==> src/twaddr_pkg.sv <==
// ----------------------------------------------------------------------------
// Twiddled texel address generator package
// Shared widths, register indexes and format codes.
// ----------------------------------------------------------------------------
package twaddr_pkg;

  localparam int COORD_W          = 10;
  localparam int LOG2_W           = 4;
  localparam int BYTE_ADDR_W      = 24;
  localparam int QUAD_W           = 2;
  localparam int MIP_W            = 21;
  localparam int FMT_W            = 2;
  localparam int CFG_IDX_W        = 3;
  localparam int CFG_DATA_W       = 24;
  localparam int IN_TDATA_W       = 24;
  localparam int OUT_TDATA_W      = 32;

  localparam int DEF_ADDR_BITS     = 24;
  localparam int DEF_MAX_LOG2_SIZE = 10;
  localparam int MIN_LOG2_SIZE     = 3;
  localparam int VQ_CODEBOOK_BYTES = 2048;

  localparam logic [LOG2_W-1:0]      RST_LOG2_SIZE = 4'd3;
  localparam logic [BYTE_ADDR_W-1:0] BASE_ALIGN_MASK = 24'hFFFFF8;

  localparam logic [FMT_W-1:0] FMT_DIRECT  = 2'd0;
  localparam logic [FMT_W-1:0] FMT_VQ      = 2'd1;
  localparam logic [FMT_W-1:0] FMT_PALETTE = 2'd2;

  typedef enum logic [CFG_IDX_W-1:0] {
    CFG_LOG2_WIDTH   = 3'd0,
    CFG_LOG2_HEIGHT  = 3'd1,
    CFG_TEXEL_FORMAT = 3'd2,
    CFG_LINEAR       = 3'd3,
    CFG_BASE_ADDRESS = 3'd4,
    CFG_MIP_OFFSET   = 3'd5
  } cfg_idx_t;

endpackage

==> src/twiddled_texel_address_gen_top.sv <==
// ----------------------------------------------------------------------------
// Twiddled texel address generator
// Takes one texel coordinate per transaction and returns the byte address of
// the texel, VQ code byte or palette index, plus the VQ codebook word select.
// The block accepts one transaction per clock unless a stalled output backs
// up the pipe, and passes each through three register stages: coordinate
// wrap and VQ halving, Morton or row-major index, and the final address add.
// The last stage is the output register, and a stalled output only holds the
// stages that have no free slot behind it. The user must write configuration through
// the plain write port while no transaction is in flight; the block does not enforce it.
// ----------------------------------------------------------------------------
module twiddled_texel_address_gen_top #(
  parameter int ADDR_BITS     = twaddr_pkg::DEF_ADDR_BITS,
  parameter int MAX_LOG2_SIZE = twaddr_pkg::DEF_MAX_LOG2_SIZE
) (
  input  logic                               clk,
  input  logic                               rst_n,
  input  logic                               cfg_wr_en,
  input  logic [twaddr_pkg::CFG_IDX_W-1:0]   cfg_index,
  input  logic [twaddr_pkg::CFG_DATA_W-1:0]  cfg_wdata,
  input  logic                               in_tvalid,
  output logic                               in_tready,
  // Fields from bit 0: tex_x[9:0], tex_y[19:10], zero fill.
  input  logic [twaddr_pkg::IN_TDATA_W-1:0]  in_tdata,
  output logic                               out_tvalid,
  input  logic                               out_tready,
  // Fields from bit 0: byte_address[23:0], quad_select[25:24], zero fill.
  output logic [twaddr_pkg::OUT_TDATA_W-1:0] out_tdata
);
  import twaddr_pkg::*;

  localparam int IDX_W    = COORD_W + MAX_LOG2_SIZE;
  localparam int MORTON_W = (COORD_W < MAX_LOG2_SIZE) ? COORD_W : MAX_LOG2_SIZE;

  logic [LOG2_W-1:0]      cfg_lw_r;
  logic [LOG2_W-1:0]      cfg_lh_r;
  logic [FMT_W-1:0]       cfg_fmt_r;
  logic                   cfg_linear_r;
  logic [BYTE_ADDR_W-1:0] cfg_base_r;
  logic [MIP_W-1:0]       cfg_mip_r;

  always_ff @(posedge clk) begin
    if (!rst_n) begin
      cfg_lw_r     <= RST_LOG2_SIZE;
      cfg_lh_r     <= RST_LOG2_SIZE;
      cfg_fmt_r    <= FMT_DIRECT;
      cfg_linear_r <= 1'b0;
      cfg_base_r   <= '0;
      cfg_mip_r    <= '0;
    end else if (cfg_wr_en) begin
      unique case (cfg_idx_t'(cfg_index))
        CFG_LOG2_WIDTH:   cfg_lw_r     <= cfg_wdata[LOG2_W-1:0];
        CFG_LOG2_HEIGHT:  cfg_lh_r     <= cfg_wdata[LOG2_W-1:0];
        CFG_TEXEL_FORMAT: cfg_fmt_r    <= cfg_wdata[FMT_W-1:0];
        CFG_LINEAR:       cfg_linear_r <= cfg_wdata[0];
        CFG_BASE_ADDRESS: cfg_base_r   <= cfg_wdata[BYTE_ADDR_W-1:0];
        CFG_MIP_OFFSET:   cfg_mip_r    <= cfg_wdata[MIP_W-1:0];
        default: ;
      endcase
    end
  end

  logic fmt_vq;
  logic fmt_pal;
  logic use_linear;
  assign fmt_vq     = (cfg_fmt_r == FMT_VQ);
  assign fmt_pal    = (cfg_fmt_r == FMT_PALETTE);
  assign use_linear = cfg_linear_r && !fmt_pal;

  // Pipeline flow control.
  logic s1_valid_r;
  logic s2_valid_r;
  logic out_valid_r;
  logic out_adv;
  logic s2_adv;
  logic s1_adv;

  assign out_adv   = !out_valid_r || out_tready;
  assign s2_adv    = !s2_valid_r || out_adv;
  assign s1_adv    = !s1_valid_r || s2_adv;
  assign in_tready = s1_adv;

  // Stage 1: size clamp, coordinate wrap, VQ halving.
  logic [LOG2_W-1:0]  lw_cl;
  logic [LOG2_W-1:0]  lh_cl;
  logic [COORD_W-1:0] x_in;
  logic [COORD_W-1:0] y_in;
  logic [COORD_W-1:0] x_wrap;
  logic [COORD_W-1:0] y_wrap;
  logic [COORD_W-1:0] s1_x_nxt;
  logic [COORD_W-1:0] s1_y_nxt;
  logic [LOG2_W-1:0]  s1_lw_nxt;
  logic [LOG2_W-1:0]  s1_lh_nxt;
  logic [QUAD_W-1:0]  s1_quad_nxt;

  assign x_in = in_tdata[COORD_W-1:0];
  assign y_in = in_tdata[2*COORD_W-1:COORD_W];

  always_comb begin
    priority if (cfg_lw_r < LOG2_W'(MIN_LOG2_SIZE)) begin
      lw_cl = LOG2_W'(MIN_LOG2_SIZE);
    end else if (cfg_lw_r > LOG2_W'(MAX_LOG2_SIZE)) begin
      lw_cl = LOG2_W'(MAX_LOG2_SIZE);
    end else begin
      lw_cl = cfg_lw_r;
    end
    priority if (cfg_lh_r < LOG2_W'(MIN_LOG2_SIZE)) begin
      lh_cl = LOG2_W'(MIN_LOG2_SIZE);
    end else if (cfg_lh_r > LOG2_W'(MAX_LOG2_SIZE)) begin
      lh_cl = LOG2_W'(MAX_LOG2_SIZE);
    end else begin
      lh_cl = cfg_lh_r;
    end
  end

  always_comb begin
    for (int k = 0; k < COORD_W; k++) begin
      x_wrap[k] = x_in[k] && (k < int'(lw_cl));
      y_wrap[k] = y_in[k] && (k < int'(lh_cl));
    end
  end

  always_comb begin
    if (fmt_vq) begin
      s1_x_nxt    = x_wrap >> 1;
      s1_y_nxt    = y_wrap >> 1;
      s1_lw_nxt   = lw_cl - LOG2_W'(1);
      s1_lh_nxt   = lh_cl - LOG2_W'(1);
      s1_quad_nxt = {x_wrap[0], y_wrap[0]};
    end else begin
      s1_x_nxt    = x_wrap;
      s1_y_nxt    = y_wrap;
      s1_lw_nxt   = lw_cl;
      s1_lh_nxt   = lh_cl;
      s1_quad_nxt = '0;
    end
  end

  logic [COORD_W-1:0] s1_x_r;
  logic [COORD_W-1:0] s1_y_r;
  logic [LOG2_W-1:0]  s1_lw_r;
  logic [LOG2_W-1:0]  s1_lh_r;
  logic [QUAD_W-1:0]  s1_quad_r;

  always_ff @(posedge clk) begin
    if (!rst_n) begin
      s1_valid_r <= 1'b0;
    end else if (s1_adv) begin
      s1_valid_r <= in_tvalid;
    end
  end

  always_ff @(posedge clk) begin
    if (s1_adv) begin
      s1_x_r    <= s1_x_nxt;
      s1_y_r    <= s1_y_nxt;
      s1_lw_r   <= s1_lw_nxt;
      s1_lh_r   <= s1_lh_nxt;
      s1_quad_r <= s1_quad_nxt;
    end
  end

  // Stage 2: Morton or row-major index and the constant address offset.
  logic [LOG2_W-1:0]    m_side;
  logic [IDX_W-1:0]     inner;
  logic [IDX_W-1:0]     hi_src;
  logic [IDX_W-1:0]     tw_idx;
  logic [IDX_W-1:0]     lin_idx;
  logic [IDX_W-1:0]     s2_idx_nxt;
  logic [ADDR_BITS-1:0] s2_off_nxt;

  assign m_side = (s1_lw_r < s1_lh_r) ? s1_lw_r : s1_lh_r;

  always_comb begin
    inner = '0;
    for (int k = 0; k < MORTON_W; k++) begin
      inner[2*k]   = s1_y_r[k] && (k < int'(m_side));
      inner[2*k+1] = s1_x_r[k] && (k < int'(m_side));
    end
  end

  assign hi_src  = (s1_lw_r > s1_lh_r) ? (IDX_W'(s1_x_r) >> m_side)
                                       : (IDX_W'(s1_y_r) >> m_side);
  assign tw_idx  = (hi_src << {m_side, 1'b0}) | inner;
  assign lin_idx = (IDX_W'(s1_y_r) << s1_lw_r) | IDX_W'(s1_x_r);

  assign s2_idx_nxt = use_linear ? lin_idx : tw_idx;
  assign s2_off_nxt = ADDR_BITS'(cfg_base_r & BASE_ALIGN_MASK)
                    + (fmt_vq ? ADDR_BITS'(VQ_CODEBOOK_BYTES) : '0)
                    + (use_linear ? '0 : ADDR_BITS'(cfg_mip_r));

  logic [IDX_W-1:0]     s2_idx_r;
  logic [ADDR_BITS-1:0] s2_off_r;
  logic [QUAD_W-1:0]    s2_quad_r;

  always_ff @(posedge clk) begin
    if (!rst_n) begin
      s2_valid_r <= 1'b0;
    end else if (s2_adv) begin
      s2_valid_r <= s1_valid_r;
    end
  end

  always_ff @(posedge clk) begin
    if (s2_adv) begin
      s2_idx_r  <= s2_idx_nxt;
      s2_off_r  <= s2_off_nxt;
      s2_quad_r <= s1_quad_r;
    end
  end

  // Stage 3: scale by texel size and add the offset.
  logic [ADDR_BITS-1:0]   scaled_idx;
  logic [ADDR_BITS-1:0]   addr_sum;
  logic [BYTE_ADDR_W-1:0] out_addr_r;
  logic [QUAD_W-1:0]      out_quad_r;

  assign scaled_idx = (fmt_vq || fmt_pal) ? ADDR_BITS'(s2_idx_r)
                                          : ADDR_BITS'({s2_idx_r, 1'b0});
  assign addr_sum   = s2_off_r + scaled_idx;

  always_ff @(posedge clk) begin
    if (!rst_n) begin
      out_valid_r <= 1'b0;
    end else if (out_adv) begin
      out_valid_r <= s2_valid_r;
    end
  end

  always_ff @(posedge clk) begin
    if (out_adv) begin
      out_addr_r <= BYTE_ADDR_W'(addr_sum);
      out_quad_r <= s2_quad_r;
    end
  end

  assign out_tvalid = out_valid_r;
  assign out_tdata  = {{(OUT_TDATA_W-BYTE_ADDR_W-QUAD_W){1'b0}}, out_quad_r, out_addr_r};

endmodule

==> config.mk <==
export PLATFORM = sky130hd
export DESIGN_NAME = twiddled_texel_address_gen_top
export DESIGN_NICKNAME = d
export VERILOG_FILES = /design/src/twaddr_pkg.sv /design/src/twiddled_texel_address_gen_top.sv
export SDC_FILE = /design/constraint.sdc
export NUM_CORES = 1
export LEC_CHECK = 0
export ABC_AREA = 1
export ABC_CLOCK_PERIOD_IN_PS = 8100
export BUFFER_PORTS_ARGS = -buffer_cell sky130_fd_sc_hd__buf_2
export CAP_MARGIN = 20
export CORE_ASPECT_RATIO = 0.6
export CORE_UTILIZATION = 55
export CTS_CLUSTER_DIAMETER = 50
export DETAILED_ROUTE_END_ITERATION = 12
export PLACE_DENSITY = 0.74
export SYNTH_ARGS = -nofsm -noshare
export SYNTH_HDL_FRONTEND = slang
export SYNTH_SLANG_ARGS = --single-unit
==> constraint.sdc <==
create_clock -name clk -period 8.1 [get_ports clk]
set_clock_uncertainty 0.05 [all_clocks]
set_input_delay 1.215 -clock clk [delete_from_list [all_inputs] [get_ports clk]]
set_output_delay 1.215 -clock clk [all_outputs]
set_load 0.02 [all_outputs]
; Word-level counts from Yosys, hierarchy flattened
; Index checks and enable logic that the tools add are counted.
[classes]
addsub = 5
n_lt_le_gt_ge = 36
n_eq_ne = 7
shift = 4
n_mux = 14
bitwise_logic = 2
reduce_logical = 56
[op_table]
columns = op, count
row1 = adder 24 x 21 -> 24 bit, 2
row2 = "< comparator 3 x 4 -> 1 bit, first input constant", 12
row3 = two-way mux 21 bit, 2
row4 = logical AND 1 bit, 41
row5 = two-way mux 20 bit, 2
row6 = right shift 10 x 4 -> 20 bit, 2
row7 = two-way mux 4 bit, 7
row8 = adder 24 x 12 -> 24 bit, 1
row9 = "< comparator 1 x 4 -> 1 bit, first input constant", 6
row10 = "< comparator 2 x 4 -> 1 bit, first input constant", 6
row11 = "< comparator 4 bit, first input constant", 6
row12 = OR 20 x 10 -> 20 bit, 1
row13 = OR 20 bit, 1
row14 = << shifter 10 x 4 -> 20 bit, 1
row15 = << shifter 20 x 5 -> 20 bit, 1
row16 = two-way mux 9 bit, 2
row17 = two-way mux 12 bit, 1
row18 = AND reduction 2 bit, 6
row19 = "> comparator 4 bit, second input constant", 2
row20 = "< comparator 4 x 2 -> 1 bit, second input constant", 2
row21 = "subtractor 4 x 1 -> 4 bit, second input constant", 2
row22 = "== test 3 x 2 -> 1 bit, second input constant", 2
row23 = "== test 3 bit, second input constant", 2
row24 = > comparator 4 bit, 1
row25 = other kinds (7), 13
[word_totals]
reg_bits = 161
output_inout_bits = 34
word_cells = 145

; Depth between registers and ports, before layout
[depth]
ltp_word = 7
ltp_mapped = 23
ltp_nobuf = 22

; Least setup slack after synthesis
; OpenSTA, ideal clock, no wires.
[synth_timing]
kind = input to output
startpoint = in out_tready
endpoint = out in_tready
t_arrival_ns = 2.828
t_required_ns = 6.835
setup_slack_ns = 4.007
stages = 4
cell_sequence = inv_1 -> nand2_1 -> nor2_1 -> nand2_1
[synth_via]
elab_chain_len = 3
[synth_rtl]
columns = element, line_no
row1 = "start, declared", twiddled_texel_address_gen_top.sv:26  ; input logic out_tready,
row2 = logical OR 1 bit, twiddled_texel_address_gen_top.sv:78  ; assign out_adv = !out_valid_r || out_tready;
row3 = via out_adv, twiddled_texel_address_gen_top.sv:74  ; logic out_adv;
row4 = logical OR 1 bit, twiddled_texel_address_gen_top.sv:79  ; assign s2_adv = !s2_valid_r || out_adv;
row5 = logical OR 1 bit, twiddled_texel_address_gen_top.sv:80  ; assign s1_adv = !s1_valid_r || s2_adv;
row6 = "end, declared", twiddled_texel_address_gen_top.sv:22  ; output logic in_tready,
; The timed path passes the listed nets, and every way through them passes these cells.

; Worst setup path after layout
[layout_timing]
startpoint = reg cfg_fmt_r[1]
endpoint = reg s2_off_r[18] (data pin)
[layout_via]
elab_chain_len = 5
word_cells_on_any_way = 8
[layout_rtl]
columns = element, line_no
row1 = "start, declared", twiddled_texel_address_gen_top.sv:37  ; logic [FMT_W-1:0] cfg_fmt_r;
row2 = "start signal, assigned", twiddled_texel_address_gen_top.sv:54  ; CFG_TEXEL_FORMAT: cfg_fmt_r <= cfg_wdata[FMT_W-1:0];
row3 = "parallel branches: the longest is 4 deep, another holds adder 24 x 12 -> 24 bit", n/a
row4 = adder 24 x 21 -> 24 bit (*), twiddled_texel_address_gen_top.sv:190  ; + (use_linear ? '0 : ADDR_BITS'(cfg_mip_r));
row5 = via s2_off_nxt[18], twiddled_texel_address_gen_top.sv:170  ; logic [ADDR_BITS-1:0] s2_off_nxt;
row6 = "end signal, assigned", twiddled_texel_address_gen_top.sv:207  ; s2_off_r <= s2_off_nxt;
row7 = "end, declared", twiddled_texel_address_gen_top.sv:193  ; logic [ADDR_BITS-1:0] s2_off_r;
; Mark *: on every way through the listed nets, which the timed path passes.
; A chain may end at the register's enable or synchronous reset.

==> flow_metrics.py <==
metrics = {
    "outcome": {
        "status": "finished, final reports clean",
    },
    "logic_synthesis": {
        "ys_seq_elements": 158,
        "yosysSeqAreaShare_pct": 40.70,
        "synth.top_cell.area_share_pct": 29.79,
        "synth_area_per_cell_um2": 8.038,
        "syn_area_um2": 10280,
        "synth_edf_count": 102,
        "yosysWarnings": 0,
        "syn_inst": 1279,
        "synth_flop_cell": "edfxtp_1",
        "synth.distinct_cells": 58,
        "async_flop_share_pct": 0,
        "synth_area_leader_cell": "edfxtp_1",
        "synth_area_leaders": "edfxtp_1 30%, dfxtp_1 11%, nand2_1 9.1%",
    },
    "floorplan": {
        "dieArea_um2": 19260,
        "coreArea_um2": 18160,
        "die_h_um": 107.9,
        "std_cell_rows": 38,
        "io_pins": 90,
        "die_w_um": 178.5,
        "start_util_pct": 56.61,
    },
    "power_and_ir_drop": {
        "cellLeakagePower_nw": 5.423,
        "ir_drop_uv": 163.5,
        "power.switching_mw": 0.9619,
        "p_seq_share_pct": 39.3,
        "pwr-share-clk_pct": 30.8,
        "p_total_mw": 2.606,
        "p_per_area_nw_per_um2": 228.8,
        "switching_share_pct": 36.91,
        "p_int_mw": 1.644,
        "pwr-share-comb_pct": 30.0,
    },
    "layout": {
        "nets": 1464,
        "antennaDiodeCount": 0,
        "fillCellCount": 1652,
        "fin_area_um2": 11390,
        "syn_to_final_growth_pct": 10.82,
        "drive_above_1_share_pct": 12.38,
    },
    "clocking": {
        "cts.path.max_buffers": 2,
        "cts_tree": "done",
        "clkTransAtPathRegs_ns": 0.08,
        "post_cts_buffers": 0,
        "htree_num_levels": 4,
        "ctsHoldBuffers": 0,
        "cts_root_buffer": "clkbuf_16",
        "cts_resized": 0,
        "clk_latency_ns": 0.44,
        "numCtsBuffers": 17,
        "cts_sinks": 158,
    },
    "sta": {
        "fmax_ghz": 0.2218,
        "hold_viol": 0,
        "post-route-period-util_pct": 55.66,
        "worst_slew_pin_slew_ns": 0.8455,
        "period_minus_slack_ns": 4.508,
        "rsz0062_at_grt": "no",
        "maxSlewHeadroom_pct": 43.64,
        "slew_violations": 0,
        "final-setup-viol-count": 0,
        "fin_tns_setup_ns": 0,
    },
    "drt": {
        "avgViaCountPerCell": 5.662,
        "drtIter0Drc": 977,
        "drtAntennaViolNets": 0,
        "drc": 0,
        "vias": 8997,
        "wirelength_um": 27250,
        "first_pass_iters": 6,
        "post_drt_wl_per_cell_um": 17.15,
    },
    "setup_path": {
        "crit_type": "register to register",
        "cp_data_required_time_ns": 8.23,
        "startpoint_type": "register",
        "worstPathMaxFanout": 25,
        "arrival_ns": 4.64,
        "end_kind": "register",
        "r2r_start": "cfg_fmt_r[1]",
        "r2r_cells": 12,
        "reg2reg_to": "s2_off_r[18]",
        "worstSetupStartpoint": "cfg_fmt_r[1]",
        "r2r_slack_ns": 3.59,
    },
    "global_routing": {
        "grt_start_max_net_pins": 56,
        "grt_pass1_wl_um": 42760,
        "grt_pass1_vias": 7911,
        "grt_use_total_pct": 29.49,
        "grt_overflow_total": 0,
        "antenna_found_initial": 0,
    },
    "place": {
        "gp_congestion": 0.9860,
        "dpl-instance-area_um2": 10770,
        "portBuffers": 79,
        "dp_hpwl_um": 20760,
    },
    "worst_hold_path": {
        "hp-start": "s1_quad_r[1]",
        "holdCritPathClass": "register to register",
        "whs_endpoint": "s2_quad_r[1]",
        "min_delay_path_depth": 0,
    },
    "job": {
        "maxCapViolCount": 0,
    },
}
synth_stat cells, types with 7 or more instances:
cell type  count
nor3_1        11
ha_1          69
nand2_2       10
nand3_2        8
nand4_1       10
clkbuf_1      33
xnor2_1       13
dfxtp_1       56
buf_4          9
a21oi_1      105
edfxtp_1     102
nor2_1       118
inv_1        126
xor2_1        30
o211ai_1      13
o21ai_0      119
nand2_1      250
o21a_1         7
nand3_1      100
per-stage QoR:
| step | setup slack (ns) | cells | utilization [%] | hold slack (ns) |
|---|---|---|---|---|
| 2_1_floorplan | 4.007 | 1284 | - | 0.3503 |
| 3_3_place_gp | 3.725 | 1556 | 59.31 | 0.3559 |
| 3_5_place_dp | 3.654 | 1556 | 59.31 | 0.3545 |
| 4_1_cts | 3.649 | 1588 | 62.58 | 0.3729 |
| 5_1_grt | 3.195 | 1589 | 62.73 | 0.3964 |
| 6_report | 3.592 | 1589 | 62.73 | 0.3740 |
power groups by stage:
stage               registers, mW  logic [mW]  clock network (mW)
global placement             1.04       0.752                   0
finish                       1.02       0.781               0.802
detailed placement           1.04       0.756                   0
CTS                          1.02       0.764               0.811
global route                 1.03       0.865               0.846
floorplan                    1.08       0.526                   0
layout make-up:
cell class | instances | area, um^2 | area share [%]
clock inverter | 15 | 167.7 | 1.472
clock buffer | 17 | 425.4 | 3.734
multi-input combinational | 939 | 5343 | 46.89
sequential | 158 | 4184 | 36.72
tap | 240 | 300.3 | 2.636
timing repair buffer | 86 | 467.9 | 4.107
inverter | 134 | 505.5 | 4.437
logic make-up after synthesis:
family	after synthesis	synth area share, %
AO/OA/AOI/OAI	280	15.12
XOR/XNOR	43	3.663
adder cells (fa/ha/maj)	72	8.981
buffers and inverters	187	7.545
flip-flops	158	40.70
multiplexers	7	0.6937
other	1	0.03647
AND/OR/NAND/NOR	531	23.27
sequential cells by signal, summed over array words and instances (netlist names), 10 cells and up:
register,cells
cfg_base_r,21
s2_off_r,24
s1_y_r,10
s2_idx_r,20
s1_x_r,10
out_addr_r,24
cfg_mip_r,21
worst max path at each step:
| stage | end | slack (ns) |
|---|---|---|
| floorplan | in_tready | 4.01 |
| global placement | s2_off_r[18] | 3.72 |
| detailed placement | s2_off_r[18] | 3.65 |
| CTS | s2_off_r[18] | 3.65 |
| global route | s2_off_r[18] | 3.20 |
| finish | s2_off_r[18] | 3.59 |
cells in the final DEF (no fill, tap or decap), drive strengths merged, types with 17 or more instances in the layout:
| cell type | n |
|---|---|
| a21oi | 108 |
| buf | 86 |
| clkbuf | 17 |
| dfxtp | 56 |
| edfxtp | 102 |
| ha | 69 |
| inv | 142 |
| nand2 | 267 |
| nand3 | 110 |
| nor2 | 125 |
| o21ai | 122 |
| xor2 | 30 |
critical path, stage by stage (launching register included):
cell and delay (ns):
dfxtp_1 0.32, inv_1 0.09, ha_1 0.71, clkinv_1 0.83
fa_1 0.78, inv_1 0.05, ha_1 0.34, nand2_1 0.11
nor3_1 0.25, a21oi_1 0.14, o21ai_0 0.27, a31oi_1 0.15
xnor2_1 0.14
layer usage:
layer / vias to the layer above / GRT usage, % / routed length [um]
met1: 4047 / 49.35 / 14380
met2: 467 / 36.24 / 9640
met3: 22 / 7.415 / 2980
li1: 4461 / - / -
met5: - / 0 / 0
met4: 0 / 6.295 / 240
No activity file was read; power rests on OpenSTA's default activity.
